File: config.mk
export PLATFORM = sky130hd
export DESIGN_NAME = scheme_list_bit_unpacker
export DESIGN_NICKNAME = d
export VERILOG_FILES = /design/src/slu_pkg.sv /design/src/slu_decode.sv /design/src/scheme_list_bit_unpacker.sv
export SDC_FILE = /design/constraint.sdc
export NUM_CORES = 1
export LEC_CHECK = 0
export ABC_AREA = 0
export CORE_MARGIN = 2
export CORE_UTILIZATION = 34
export DETAILED_ROUTE_END_ITERATION = 10
export DONT_BUFFER_PORTS = 1
export PLACE_DENSITY = 0.6
export SLEW_MARGIN = 10
export SYNTH_ARGS = -nofsm -noshare
export SYNTH_HDL_FRONTEND = slang
export SYNTH_SLANG_ARGS = --single-unit
File: constraint.sdc
create_clock -name clk -period 10.6 [get_ports clk]
set_input_delay 2.12 -clock clk [delete_from_list [all_inputs] [get_ports clk]]
set_output_delay 2.12 -clock clk [all_outputs]
set_load 0.1 [all_outputs]
File: src/slu_pkg.sv
package slu_pkg;

  // Result kinds.
  typedef enum logic [1:0] {
    KIND_RECORD  = 2'd0,
    KIND_VALID   = 2'd1,
    KIND_INVALID = 2'd2
  } kind_t;

  // Decoder phase, one-hot.
  typedef enum logic [2:0] {
    PH_DECODE = 3'b001,
    PH_TAIL   = 3'b010,
    PH_BAD    = 3'b100
  } phase_t;

  localparam int unsigned ACC_W       = 48;
  localparam int unsigned HELD_W      = 6;
  localparam int unsigned TAIL_W      = 7;
  localparam int unsigned HDR_BITS    = 10;
  localparam int unsigned HELD_CLAMP  = 40;
  localparam int unsigned TAIL_LIMIT  = 64;
  localparam int unsigned TAIL_SAT    = 127;
  localparam int unsigned PREFIX_W    = 31;

  typedef struct packed {
    kind_t                kind;
    logic [4:0]           prefix_length;
    logic [4:0]           label_bits;
    logic [PREFIX_W-1:0]  prefix_value;
    logic                 end_of_run;
  } result_t;

endpackage

File: src/slu_decode.sv
module slu_decode import slu_pkg::*; (
  input  logic       clk,
  input  logic       rst_n,
  input  logic       take,
  input  logic [7:0] byte_in,
  input  logic       final_byte,
  output logic       rec_valid,
  output result_t    rec_res,
  output logic       stat_valid,
  output result_t    stat_res
);

  logic [ACC_W-1:0]  acc_r, acc_nxt;
  logic [HELD_W-1:0] held_r, held_nxt;
  logic [TAIL_W-1:0] tail_r, tail_nxt;
  phase_t            phase_r, phase_nxt;

  logic [HELD_W-1:0]   held_c;
  logic [HELD_W-1:0]   held_sum;
  logic [HELD_W-1:0]   need;
  logic [ACC_W-1:0]    acc_in;
  logic [4:0]          plen;
  logic [4:0]          cnt;
  logic [PREFIX_W-1:0] prefix;
  logic [TAIL_W:0]     tail_sum;
  logic                ok;

  always_comb begin
    held_c   = (held_r > HELD_W'(HELD_CLAMP)) ? HELD_W'(HELD_CLAMP) : held_r;
    acc_in   = acc_r | (ACC_W'(byte_in) << held_c);
    held_sum = held_c + HELD_W'(8);
    plen     = acc_in[4:0];
    cnt      = acc_in[9:5];
    need     = HELD_W'(HDR_BITS) + HELD_W'(plen);
    prefix   = PREFIX_W'(acc_in >> HDR_BITS) & ~({PREFIX_W{1'b1}} << plen);
    tail_sum = {1'b0, tail_r} + (TAIL_W+1)'(8);

    acc_nxt   = acc_r;
    held_nxt  = held_r;
    tail_nxt  = tail_r;
    phase_nxt = phase_r;
    rec_valid = 1'b0;

    case (phase_r)
      PH_DECODE: begin
        acc_nxt  = acc_in;
        held_nxt = held_sum;
        if (held_sum >= HELD_W'(HDR_BITS)) begin
          if (cnt == 5'd0) begin
            // Terminator: everything held so far must be zero.
            phase_nxt = (acc_in != '0) ? PH_BAD : PH_TAIL;
            tail_nxt  = TAIL_W'(held_sum);
            acc_nxt   = '0;
            held_nxt  = '0;
          end else if (held_sum >= need) begin
            rec_valid = 1'b1;
            acc_nxt   = acc_in >> need;
            held_nxt  = held_sum - need;
          end
        end
      end
      PH_TAIL: begin
        tail_nxt = (tail_sum > (TAIL_W+1)'(TAIL_SAT)) ? TAIL_W'(TAIL_SAT)
                                                      : tail_sum[TAIL_W-1:0];
        if (byte_in != 8'd0 || tail_nxt >= TAIL_W'(TAIL_LIMIT)) begin
          phase_nxt = PH_BAD;
        end
      end
      default: begin
      end
    endcase

    case (phase_nxt)
      PH_DECODE: ok = (acc_nxt == '0);
      PH_TAIL:   ok = (tail_nxt < TAIL_W'(TAIL_LIMIT));
      default:   ok = 1'b0;
    endcase

    stat_valid = final_byte;

    rec_res.kind          = KIND_RECORD;
    rec_res.prefix_length = plen;
    rec_res.label_bits    = cnt;
    rec_res.prefix_value  = prefix;
    rec_res.end_of_run    = ~final_byte;

    stat_res.kind          = ok ? KIND_VALID : KIND_INVALID;
    stat_res.prefix_length = '0;
    stat_res.label_bits    = '0;
    stat_res.prefix_value  = '0;
    stat_res.end_of_run    = 1'b1;
  end

  always_ff @(posedge clk) begin
    if (!rst_n) begin
      acc_r   <= '0;
      held_r  <= '0;
      tail_r  <= '0;
      phase_r <= PH_DECODE;
    end else if (take) begin
      if (final_byte) begin
        acc_r   <= '0;
        held_r  <= '0;
        tail_r  <= '0;
        phase_r <= PH_DECODE;
      end else begin
        acc_r   <= acc_nxt;
        held_r  <= held_nxt;
        tail_r  <= tail_nxt;
        phase_r <= phase_nxt;
      end
    end
  end

endmodule

File: src/scheme_list_bit_unpacker.sv
// Channel  | Direction | Ports                                             | Handshake
// ---------+-----------+---------------------------------------------------+---------------------
// input    | in        | in_byte_in[7:0], in_final_byte                    | in_valid / in_ready
// result   | out       | out_kind, out_prefix_length, out_label_bits,      | out_valid / out_ready
//          |           | out_prefix_value, out_end_of_run                  |
//
// Each byte is decoded in the cycle it is accepted and its results appear from
// the next cycle. A byte yields at most two results (a record and a status),
// held in a two-entry result register, so one byte per cycle is taken while
// each byte yields at most one result and out_ready stays high. Reset (rst_n
// low, synchronous) clears the decoder state and empties the result register.
// A stalled result side holds off the input once the register cannot drain.
module scheme_list_bit_unpacker import slu_pkg::*; (
  input  logic                clk,
  input  logic                rst_n,
  input  logic                in_valid,
  output logic                in_ready,
  input  logic [7:0]          in_byte_in,
  input  logic                in_final_byte,
  output logic                out_valid,
  input  logic                out_ready,
  output logic [1:0]          out_kind,
  output logic [4:0]          out_prefix_length,
  output logic [4:0]          out_label_bits,
  output logic [PREFIX_W-1:0] out_prefix_value,
  output logic                out_end_of_run
);

  logic    take;
  logic    rec_valid;
  logic    stat_valid;
  result_t rec_res;
  result_t stat_res;

  // Result register: slot0 is presented, slot1 holds a status waiting behind
  // a record from the same byte.
  result_t    slot0_r, slot1_r;
  logic [1:0] count_r;

  // A new item is taken when the result register is empty, or will be after
  // the single result it holds is taken this cycle.
  assign in_ready = (count_r == 2'd0) || (count_r == 2'd1 && out_ready);
  assign take     = in_valid && in_ready;

  slu_decode u_decode (
    .clk        (clk),
    .rst_n      (rst_n),
    .take       (take),
    .byte_in    (in_byte_in),
    .final_byte (in_final_byte),
    .rec_valid  (rec_valid),
    .rec_res    (rec_res),
    .stat_valid (stat_valid),
    .stat_res   (stat_res)
  );

  always_ff @(posedge clk) begin
    if (!rst_n) begin
      count_r <= 2'd0;
    end else if (take) begin
      count_r <= 2'(rec_valid) + 2'(stat_valid);
    end else if (out_valid && out_ready) begin
      count_r <= count_r - 2'd1;
    end
  end

  always_ff @(posedge clk) begin
    if (take) begin
      slot0_r <= rec_valid ? rec_res : stat_res;
      slot1_r <= stat_res;
    end else if (out_valid && out_ready) begin
      slot0_r <= slot1_r;
    end
  end

  assign out_valid         = (count_r != 2'd0);
  assign out_kind          = slot0_r.kind;
  assign out_prefix_length = slot0_r.prefix_length;
  assign out_label_bits    = slot0_r.label_bits;
  assign out_prefix_value  = slot0_r.prefix_value;
  assign out_end_of_run    = slot0_r.end_of_run;

endmodule

Yosys cells after proc, flatten, opt, wreduce, memory -nomap -nowiden:

Index checks and enable logic that the tools add are counted.

* register bits: 112
* output and inout port bits: 46
* logic and storage cells: 82

* $add $sub $neg: 6
* magnitude comparators: 6
* equality and inequality tests: 5
* shift operators: 3
* multiplexer cells: 33
* bitwise operators: 4
* reductions and logical operators: 14

Operators by type and width (number)
* two-way mux 48 bit: 5
* two-way mux 44 bit: 3
* zero test 48 bit: 1
* bitwise OR 48 bit: 1
* nonzero test 48 bit: 1
* left shift 8 x 6 -> 48 bit: 1
* >> shifter 48 x 6 -> 48 bit: 1
* two-way mux 6 bit: 6
* bitwise AND 31 bit: 1
* inverter 31 bit: 1
* left shift 31 x 5 -> 31 bit (first input constant): 1
* two-way mux 7 bit: 4
* two-way mux 3 bit: 5
* one-hot mux 7 bit (2 select lines): 1
* adder 7 x 4 -> 8 bit (second input constant): 1
* > comparator 8 x 7 -> 1 bit (second input constant): 1
* nonzero test 8 bit: 1
* greater-or-equal comparator 7 bit (second input constant): 1
* < comparator 7 bit (second input constant): 1
* adder 4 x 5 -> 6 bit (first input constant): 1
* adder 6 x 4 -> 6 bit (second input constant): 1
* equality test 3 x 1 -> 1 bit (second input constant): 2
* equality test 3 x 2 -> 1 bit (second input constant): 2
* greater-or-equal comparator 6 x 4 -> 1 bit (second input constant): 1
* other kinds (17): 27

Logic depth before layout (Yosys ltp):

Gate-level depths: netlist of the first run.

* depth after elaboration: 15
* depth in mapped cells: 27

Hierarchy:

Synthesis of the first run repeated with hierarchy kept, for this count alone.

* cells, all modules: 1573
* area, all modules: 12961.2 sq um

Modules (own cells, without submodules)
* slu_decode: instances 1, cells an instance 1312, area each 9116.2 sq um
* scheme_list_bit_unpacker: instances 1, cells an instance 261, area each 3844.9 sq um

Least setup slack after synthesis of the first run:

Ideal clock, no wire load.

* path kind: input -> register
* start point: input port in_byte_in[0]
* end point: register slot0_r, in the netlist out_kind[1] (data pin)
* arrival time: 6.969 ns
* path slack: 3.375 ns
* stages: 25
* path buffers: 5
* path through: clkbuf_1 -> mux2i_1 -> nand3_1 -> a31oi_1 -> inv_1 -> clkbuf_1 -> clkbuf_1 -> buf_1 -> nor2_1 -> xnor2_1 -> ha_1 -> and3_1 -> a31oi_1 -> a31oi_1 -> and2_1 -> clkbuf_1 -> nand2_1 -> nor2_2 -> a32oi_1 -> o221ai_1 -> a2111oi_0 -> nand3b_1 -> nor4_1 -> a31oi_2 -> a22o_1

RTL lines
* start: declaration: line scheme_list_bit_unpacker.sv:18 `input logic [7:0] in_byte_in,`
* end signal: assignment: line scheme_list_bit_unpacker.sv:69 `slot0_r <= rec_valid ? rec_res : stat_res;`
* end signal: assignment: line scheme_list_bit_unpacker.sv:72 `slot0_r <= slot1_r;`
* end: declaration: line scheme_list_bit_unpacker.sv:37 `result_t slot0_r, slot1_r;`

Final worst setup path of the first run:

* start point: input port in_byte_in[0]
* end point: register slot0_r, in the netlist out_kind[0] (data pin)

* word-level cells in the longest chain between the ends: 13
* elaborated cells between the ends (all ways): 33
* those cells by class: add/sub: 1; order compare: 2; eq/ne: 2; shift: 2; mux: 20; bitwise: 1; reduce/logical: 5

RTL lines
* left shift 8 x 6 -> 48 bit: line slu_decode.sv:30 `acc_in = acc_r | (ACC_W'(byte_in) << held_c);`
* bitwise OR 48 bit: line slu_decode.sv:30
* adder 4 x 5 -> 6 bit: line slu_decode.sv:34 `need = HELD_W'(HDR_BITS) + HELD_W'(plen);`
* >> shifter 48 x 6 -> 48 bit or greater-or-equal comparator 6 bit (tied branches): line slu_decode.sv:57, slu_decode.sv:55
* two-way mux 48 bit: line slu_decode.sv:55 `end else if (held_sum >= need) begin`
* two-way mux 48 bit: line slu_decode.sv:49 `if (cnt == 5'd0) begin`
* two-way mux 48 bit: line slu_decode.sv:48 `if (held_sum >= HELD_W'(HDR_BITS)) begin`
* two-way mux 48 bit: line slu_decode.sv:44 `case (phase_r)`
* zero test 48 bit: line slu_decode.sv:74 `PH_DECODE: ok = (acc_nxt == '0);`
* one-hot mux 1 bit (2 select lines): line slu_decode.sv:73 `case (phase_nxt)`
* two-way mux 2 bit: line slu_decode.sv:87 `stat_res.kind = ok ? KIND_VALID : KIND_INVALID;`
* two-way mux 44 bit (*): line scheme_list_bit_unpacker.sv:69
* two-way mux 44 bit (*): line scheme_list_bit_unpacker.sv:68 `if (take) begin`

Every way passes the cells marked *; elsewhere a longest branch is shown, timed or not.
A chain may end at the register's enable or synchronous reset.

==> run_results.csv, run 1 <==
group,metric,value,unit
run,cap_viol_max_count,0,
synthesis,muxShareOfSynthArea,0.0283,
synthesis,synth_top_family_by_area,"compound AO/OA/AOI/OAI gates",
synthesis,synth.distinct_cells,102,
synthesis,synth-xor-area-share,0.00511,
synthesis,synth_edf_count,46,
min_path,hold_path.class,"reg -> reg",
worst_setup_path,crit_path_max_incr_delay,600,ps
placed_design,place_area,10700,um2
cts,clkSlewWorstSetupHoldPaths,90,ps
sta,worst_slew_pin_slew,1310,ps
sta,relSlewSlack,0.116,
global_routing,grt_usage,0.394,
layout,finish.net_count,1371,
synthesis,synthAdderAreaFrac,0.0202,
route,post-route-drc-count,0,
cts,cts.root.buffer_cell,"sky130_fd_sc_hd__clkbuf_16",
worst_setup_path,worst-endpoint-arrival,7800,ps
floorplanning,floorplan.initialDensity,0.346,
placed_design,place.gp.congestion,1.09,
floorplanning,floorplan.rows,63,
min_path,hold_start,"count_r[1]",
worst_setup_path,start_kind,"input port",
cts,cts_tree,"done",
worst_setup_path,crit_type,"in -> reg",
placed_design,placement.setup.worst_slack,2770,ps
floorplanning,dieHeight,178,um
sta,finalHoldViolCount,0,
cts,tritoncts_num_sinks,109,
cts,ctsResizeCount,0,
synthesis,async_flop_share,0,
synthesis,seq_area_frac_synth,0.257,
worst_setup_path,worst_path_max_delay_cell,"sky130_fd_sc_hd__o211ai_1",
worst_setup_path,critical-path-top-cell-by-count,"sky130_fd_sc_hd__buf_4",
route,top_layer,"met5",
worst_setup_path,worst-r2r-cell-count,21,
worst_setup_path,critPathCaptureType,"flop",
worst_setup_path,timing.rr.end,"out_kind[0]",
sta,rsz0062_at_grt,"no",
global_routing,grt_pass1_vias,11400,
synthesis,postSynth.topFlopCell,"sky130_fd_sc_hd__dfxtp_1",
cts,clockBufferDepth,2,
worst_setup_path,timing.critical_path.cells,"mux2i_1 -> nand3_1 -> a31oi_2 -> buf_4 -> inv_1 -> buf_4 -> nor2_1 -> xnor2_1 -> ha_1 -> and3_1 -> a31oi_1 -> a31oi_1 -> buf_4 -> and2_1 -> nand2_1 -> nor2_2 -> nand2_1 -> o211ai_1 -> a2111oi_1 -> nand4b_1 -> nor3_2 -> a31oi_2 -> o31ai_2",
route,routedWlPerCell,36.2,um
floorplanning,dieArea,31700,um2
route,routed_wl,62.9,mm
floorplanning,core,29700,um2
layout,stdcell_area,11000,um2
sta,fraction_of_the_cycle_the_final_worst_path_needs,0.724,
worst_setup_path,reg2reg_setup_slack,3590,ps
cts,postCtsSetupBuffers,0,
layout,area_growth,6.55,%
global_routing,number_of_antenna_violations_at_the_first_check_in_global_routing,2,
route,antenna_left,0,
power,max-vdd-ir-drop,154,uV
cts,insertion_delay,390,ps
route,vias,12662,
placed_design,io_buffers,0,
floorplanning,boundaryPins,59,
route,post_drt_via_cell_ratio,7.29,
synthesis,synth-simple-area-share,0.274,
global_routing,grt_start_max_net_pins,64,
worst_setup_path,path_max_fanout,34,
sta,fin_ws,2920,ps
layout,n_diodes,0,
cts,number_of_buffers_inserted_during_clock_tree_synthesis,9,
power,power.density_cell_area,167,nW/um2
synthesis,net_count_of_the_mapped_netlist,1412,
route,wire_length_on_met1,24.5,mm
synthesis,mean_instance_size_in_the_synthesized_netlist,7.44,um2
route,route.met3.wl,7.48,mm
synthesis,synthesized_netlist_cell_count,1383,
cts,cts_stage_hold_buffer_count,0,
layout,post_route_cells_drive_above_1_share,0.0809,
sta,max_freq,130,MHz
sta,finalCriticalPeriod,7680,ps
global_routing,grt-ovfl-total,0,
power,p_leak,3.73,nW
route,met2RoutedLength,25.6,mm
status,outcome,"complete, no violations",
route,dr.first_iter.drc_count,2432,
sta,finalSetupViolations,0,
sta,timing.clock.skew,23.6,ps
sta,timing.final.max_slew_violations,0,
min_path,whs_endpoint,"count_r[1]",
placed_design,place.detailed.hpwl,47.8,mm
min_path,min_path_cells,1,
synthesis,synth.cell_area,10300,um2
route,first_pass_iters,6,
worst_setup_path,timing.rr.start,"u_decode.held_r[4]",
floorplanning,die_w,178,um
global_routing,grt_pass1_wl,88.0,mm
synthesis,postSynthRegisterBits,109,
worst_setup_path,cp_data_required_time,10730,ps
sta,setup-tns-final,0,ps
cts,cts.htree.levels,3,
synthesis,ys.warnings.count,0,
synthesis,synth-compound-area-share,0.358,
==> area by class of cell <==
| cell class | count | area [um2] |
|---|---|---|
| fill | 3204 | 18700 |
| timing repair buffer | 45 | 338 |
| tap | 390 | 488 |
| clock buffer | 10 | 229 |
| inverter | 32 | 121 |
| sequential | 109 | 2640 |
| clock inverter | 6 | 62.6 |
| multi-input combinational | 1145 | 7090 |
==> power breakdown <==
part	internal (mW)	switching, mW
registers	0.481	0.208
clock network	0.168	0.198
logic	0.195	0.583
total	0.844	0.988
==> Yosys cell counts (7+ instances only) <==
| cell | instances | share of area |
|---|---|---|
| sky130_fd_sc_hd__nor2_1 | 123 | 0.045 |
| sky130_fd_sc_hd__buf_4 | 10 | 0.0073 |
| sky130_fd_sc_hd__o211a_1 | 8 | 0.0078 |
| sky130_fd_sc_hd__o22ai_1 | 32 | 0.019 |
| sky130_fd_sc_hd__o31ai_1 | 11 | 0.0080 |
| sky130_fd_sc_hd__mux2i_1 | 21 | 0.020 |
| sky130_fd_sc_hd__or3_1 | 8 | 0.0049 |
| sky130_fd_sc_hd__nand2_1 | 153 | 0.056 |
| sky130_fd_sc_hd__nor2b_1 | 43 | 0.026 |
| sky130_fd_sc_hd__a211oi_1 | 25 | 0.018 |
| sky130_fd_sc_hd__and3_1 | 18 | 0.011 |
| sky130_fd_sc_hd__a32oi_1 | 14 | 0.012 |
| sky130_fd_sc_hd__o211ai_1 | 34 | 0.025 |
| sky130_fd_sc_hd__buf_2 | 31 | 0.015 |
| sky130_fd_sc_hd__o221ai_1 | 14 | 0.012 |
| sky130_fd_sc_hd__a221oi_1 | 8 | 0.0068 |
| sky130_fd_sc_hd__a31oi_1 | 31 | 0.019 |
| sky130_fd_sc_hd__inv_1 | 27 | 0.0098 |
| sky130_fd_sc_hd__a22oi_1 | 53 | 0.039 |
| sky130_fd_sc_hd__nand3_1 | 62 | 0.030 |
| sky130_fd_sc_hd__ha_1 | 15 | 0.018 |
| sky130_fd_sc_hd__o32ai_1 | 9 | 0.0077 |
| sky130_fd_sc_hd__clkbuf_1 | 45 | 0.016 |
| sky130_fd_sc_hd__dfxtp_1 | 63 | 0.12 |
| sky130_fd_sc_hd__nand4_1 | 14 | 0.0085 |
| sky130_fd_sc_hd__and2_1 | 21 | 0.013 |
| sky130_fd_sc_hd__nor3_1 | 41 | 0.020 |
| sky130_fd_sc_hd__a21oi_1 | 87 | 0.042 |
| sky130_fd_sc_hd__buf_1 | 7 | 0.0026 |
| sky130_fd_sc_hd__o21ai_1 | 9 | 0.0044 |
| sky130_fd_sc_hd__o21ai_0 | 103 | 0.050 |
| sky130_fd_sc_hd__nand2b_1 | 19 | 0.012 |
| sky130_fd_sc_hd__o21a_1 | 9 | 0.0066 |
| sky130_fd_sc_hd__nor4_1 | 17 | 0.010 |
| sky130_fd_sc_hd__edfxtp_1 | 46 | 0.13 |
==> how the worst max path moves through the flow <==
stage / startpoint / to / slack (ps) / cells after the start
floorplan: in_byte_in[0] / out_kind[1] / 3370 / 25
global placement: in_byte_in[0] / out_kind[1] / 2900 / 23
detailed placement: in_byte_in[0] / out_kind[1] / 2770 / 23
CTS: in_byte_in[0] / out_kind[1] / 3170 / 23
global route: in_byte_in[0] / out_kind[1] / 2620 / 23
finish: in_byte_in[0] / out_kind[0] / 2920 / 23
==> logic make-up (layout without fill, tap and decap cells) <==
logic type	Yosys count	count (layout)
simple gates	565	565
fa+ha+maj	16	16
flops	109	109
xor+xnor	6	6
mux	27	27
buf+inv	129	93
compound gates	531	531
==> critical path, delay by kind of cell <==
| kind | cells | cell delay (ps) |
|---|---|---|
| buf+inv | 4 | 1020 |
| mux | 1 | 210 |
| compound gates | 7 | 1780 |
| simple gates | 9 | 2110 |
| xor+xnor | 1 | 120 |
| fa+ha+maj | 1 | 360 |
==> layout by cell type (no fill, tap or decap), drive strengths merged, types with 43 or more instances in the layout <==
cell,netlist,layout
a21oi,88,88
a22oi,53,53
buf,52,45
dfxtp,63,63
edfxtp,46,46
nand2,157,157
nand3,62,62
nor2,125,125
nor2b,43,43
nor3,43,43
o21ai,114,114
==> stage by stage <==
stage | instances | total power, mW | util | hold WS (ps)
3_5_place_dp | 1721 | 1.43 | 0.359 | 487
2_1_floorplan | 1383 | 1.14 | - | 453
5_1_grt | 1737 | 1.87 | 0.369 | 520
3_3_place_gp | 1721 | 1.44 | 0.359 | 480
6_report | 1737 | 1.83 | 0.369 | 510
4_1_cts | 1737 | 1.80 | 0.369 | 508
==> registers in the layout (all words and copies together), names as in the netlist <==
register,cells
u_decode.phase_r,3
out_prefix_value,31
count_r,2
slot1_r,2
u_decode.held_r,6
out_kind,2
out_prefix_length,5
u_decode.acc_r,48
out_end_of_run,1
u_decode.tail_r,4
out_label_bits,5
==> per-layer routing <==
layer,vias to the layer above,track usage
li1,5249,-
met1,6090,0.515
met5,-,0
met4,2,0.262
met3,254,0.0963
met2,1067,0.573
Note: power is estimated with default switching activity, not from simulation.
==> run 2, diff against run 1 <==
Settings changed: PLACE_DENSITY 0.6 to 0.62.
Clock period 10.6 ns to 6.3 ns, I/O delays scaled along.
==> run 2 against run 1 <==
  * Count of clock-buffer cells in the layout shrank 1
  * Setup slack lost 2600 ps
  * Global-route usage grew 1.2 points
  * First-iteration DRC count shrank 12%
  * Cell area grew 3.8%
  * Critical path depth shrank 5
  * Cell count grew 3.0%
  * Combinational power grew 76%
  * Wire length grew 2.7%
  * Clock power grew 77%
  * Sequential share of layout area shrank 0.88 points
  * Die area is the same
  * Critical path type is now reg -> reg
  * Largest cell class unchanged
==> run_results.csv, run 2 (same netlist as run 1, synthesis figures left out) <==
group,metric,value,unit
route,routedWlPerCell,36.1,um
route,met2RoutedLength,26.0,mm
layout,finish.net_count,1422,
floorplanning,core,29700,um2
layout,commonest_non_fill_non_tap_cell_in_the_layout,"sky130_fd_sc_hd__nand2_1",
sta,max_freq,168,MHz
worst_setup_path,timing.rr.end,"out_kind[1]",
global_routing,grt_pass1_vias,12219,
cts,clockBufferDepth,2,
floorplanning,floorplan.initialDensity,0.346,
worst_setup_path,cp_data_required_time,6450,ps
global_routing,grt_usage,0.407,
min_path,whs_endpoint,"count_r[1]",
cts,ctsResizeCount,0,
run,cap_viol_max_count,0,
worst_setup_path,crit_type,"reg -> reg",
layout,largest_register_ffs,48,
route,vias,12921,
route,first_pass_iters,6,
floorplanning,boundaryPins,59,
placed_design,io_buffers,0,
placed_design,place.detailed.hpwl,49.9,mm
cts,insertion_delay,400,ps
worst_setup_path,worst-endpoint-arrival,6110,ps
cts,number_of_buffers_inserted_during_clock_tree_synthesis,9,
worst_setup_path,worst_path_max_delay_cell,"sky130_fd_sc_hd__dfxtp_1",
global_routing,number_of_antenna_violations_at_the_first_check_in_global_routing,2,
sta,finalCriticalPeriod,5960,ps
route,post_drt_via_cell_ratio,7.22,
status,outcome,"complete, no violations",
worst_setup_path,path_max_fanout,18,
route,top_layer,"met4",
cts,cts_stage_hold_buffer_count,0,
global_routing,grt_pass1_wl,91.3,mm
worst_setup_path,critical-path-top-cell-by-count,"sky130_fd_sc_hd__a31oi_1",
route,antenna_left,0,
layout,fillerInstances,3146,
min_path,hold_path.class,"reg -> reg",
min_path,min_path_cells,1,
power,max-vdd-ir-drop,268,uV
worst_setup_path,crit_path_max_incr_delay,820,ps
worst_setup_path,reg2reg_setup_slack,340,ps
min_path,hold_start,"count_r[1]",
power,finalPower,3.18,mW
sta,timing.final.max_slew_violations,0,
sta,rsz0062_at_grt,"no",
cts,cts.htree.levels,3,
worst_setup_path,start_kind,"flop",
power,power.density_cell_area,279,nW/um2
route,wire_length_on_met1,25.4,mm
sta,timing.clock.skew,29.1,ps
global_routing,grt-ovfl-total,0,
global_routing,grt_start_max_net_pins,64,
floorplanning,floorplan.rows,63,
worst_setup_path,timing.critical_path.cells,"nand2_1 -> inv_1 -> ha_1 -> ha_1 -> and3_1 -> a31oi_1 -> a31oi_1 -> buf_4 -> and2_1 -> nand2_1 -> nor2_1 -> o211ai_1 -> a31oi_1 -> a2111oi_0 -> nand3b_1 -> nor4_1 -> a31oi_2 -> a22o_1",
cts,tritoncts_num_sinks,109,
worst_setup_path,timing.rr.start,"u_decode.held_r[4]",
layout,most_frequent_cells_in_the_layout,"sky130_fd_sc_hd__nand2_1, sky130_fd_sc_hd__nor2_1, sky130_fd_sc_hd__o21ai_0",
sta,fraction_of_the_cycle_the_final_worst_path_needs,0.945,
floorplanning,dieArea,31700,um2
power,p_leak,3.98,nW
floorplanning,dieHeight,178,um
sta,finalSetupViolations,0,
route,route.met3.wl,8.06,mm
worst_setup_path,critPathCaptureType,"flop",
route,dr.first_iter.drc_count,2145,
placed_design,place.gp.congestion,1.11,
layout,post_route_cells_drive_above_1_share,0.114,
layout,registers.top_by_ff_count,"u_decode.acc_r",
cts,postCtsSetupBuffers,0,
worst_setup_path,worst-r2r-cell-count,18,
sta,finalHoldViolCount,0,
cts,cts_tree,"done",
sta,relSlewSlack,0.174,
sta,setup-tns-final,0,ps
cts,clkSlewWorstSetupHoldPaths,100,ps
route,post-route-drc-count,0,
sta,worst_slew_pin_slew,1230,ps
cts,cts.root.buffer_cell,"sky130_fd_sc_hd__clkbuf_16",
route,routed_wl,64.5,mm
floorplanning,die_w,178,um
layout,area_growth,10.6,%
[run 2: cell types whose count changed in the layout (fill, tap and decap cells not counted), moves of 2 or more]
cell                       before  now
sky130_fd_sc_hd__buf_4         45   95
sky130_fd_sc_hd__inv_4          2    0
sky130_fd_sc_hd__inv_8          3    1
sky130_fd_sc_hd__clkinv_8       1    3
[run 2: worst max-delay path by stage]
stage	from	end	slack, ps	depth (start not counted)
final	u_decode.held_r[4]	out_kind[1]	340	18
after global routing	u_decode.held_r[4]	out_kind[1]	60	20
after CTS	u_decode.held_r[4]	out_kind[1]	620	18
after detailed placement	in_byte_in[0]	out_kind[1]	400	21
after global placement	in_byte_in[0]	out_kind[1]	400	21
after floorplan	in_byte_in[0]	out_kind[1]	0.4	25
[run 2: layer usage]
layer  up-vias  GRT usage
li1       5363          -
met1      6216      0.525
met4         0      0.275
met3       260      0.120
met5         -          0
met2      1082      0.581
[run 2: area by class of cell]
class / count / area [um2] / area share
multi-input cells: 1145 / 7090 / 0.623
flip-flops and latches: 109 / 2640 / 0.232
repair buffers: 96 / 733 / 0.0644
well taps: 390 / 488 / 0.0429
clock buffers: 9 / 225 / 0.0198
inverters: 32 / 121 / 0.0107
clock inverters: 7 / 81.3 / 0.00714
diodes: 1 / 2.50 / 0.000220
[run 2: critical path: cells and delay by family (launching register included)]
kind / cells / cell delay, ps
DFF: 1 / 820
and+or+nand+nor: 7 / 1500
adders and majority gates: 2 / 760
AOI/OAI and AO/OA: 7 / 1730
buffers and inverters: 2 / 900
[run 2: report_power, final]
| part | internal [mW] | switching (mW) |
|---|---|---|
| clock network | 0.285 | 0.362 |
| registers | 0.809 | 0.350 |
| logic | 0.372 | 0.998 |
[run 2: per-stage QoR]
step	hold slack [ps]	std cells	util	cell area (um2)	worst slack, ps
after floorplan	453	1383	-	10300	0.425
after global placement	477	1772	0.373	11100	400
after detailed placement	494	1772	0.373	11100	398
after CTS	514	1788	0.383	11400	619
after global routing	526	1788	0.383	11400	64.9
final	516	1789	0.383	11400	344
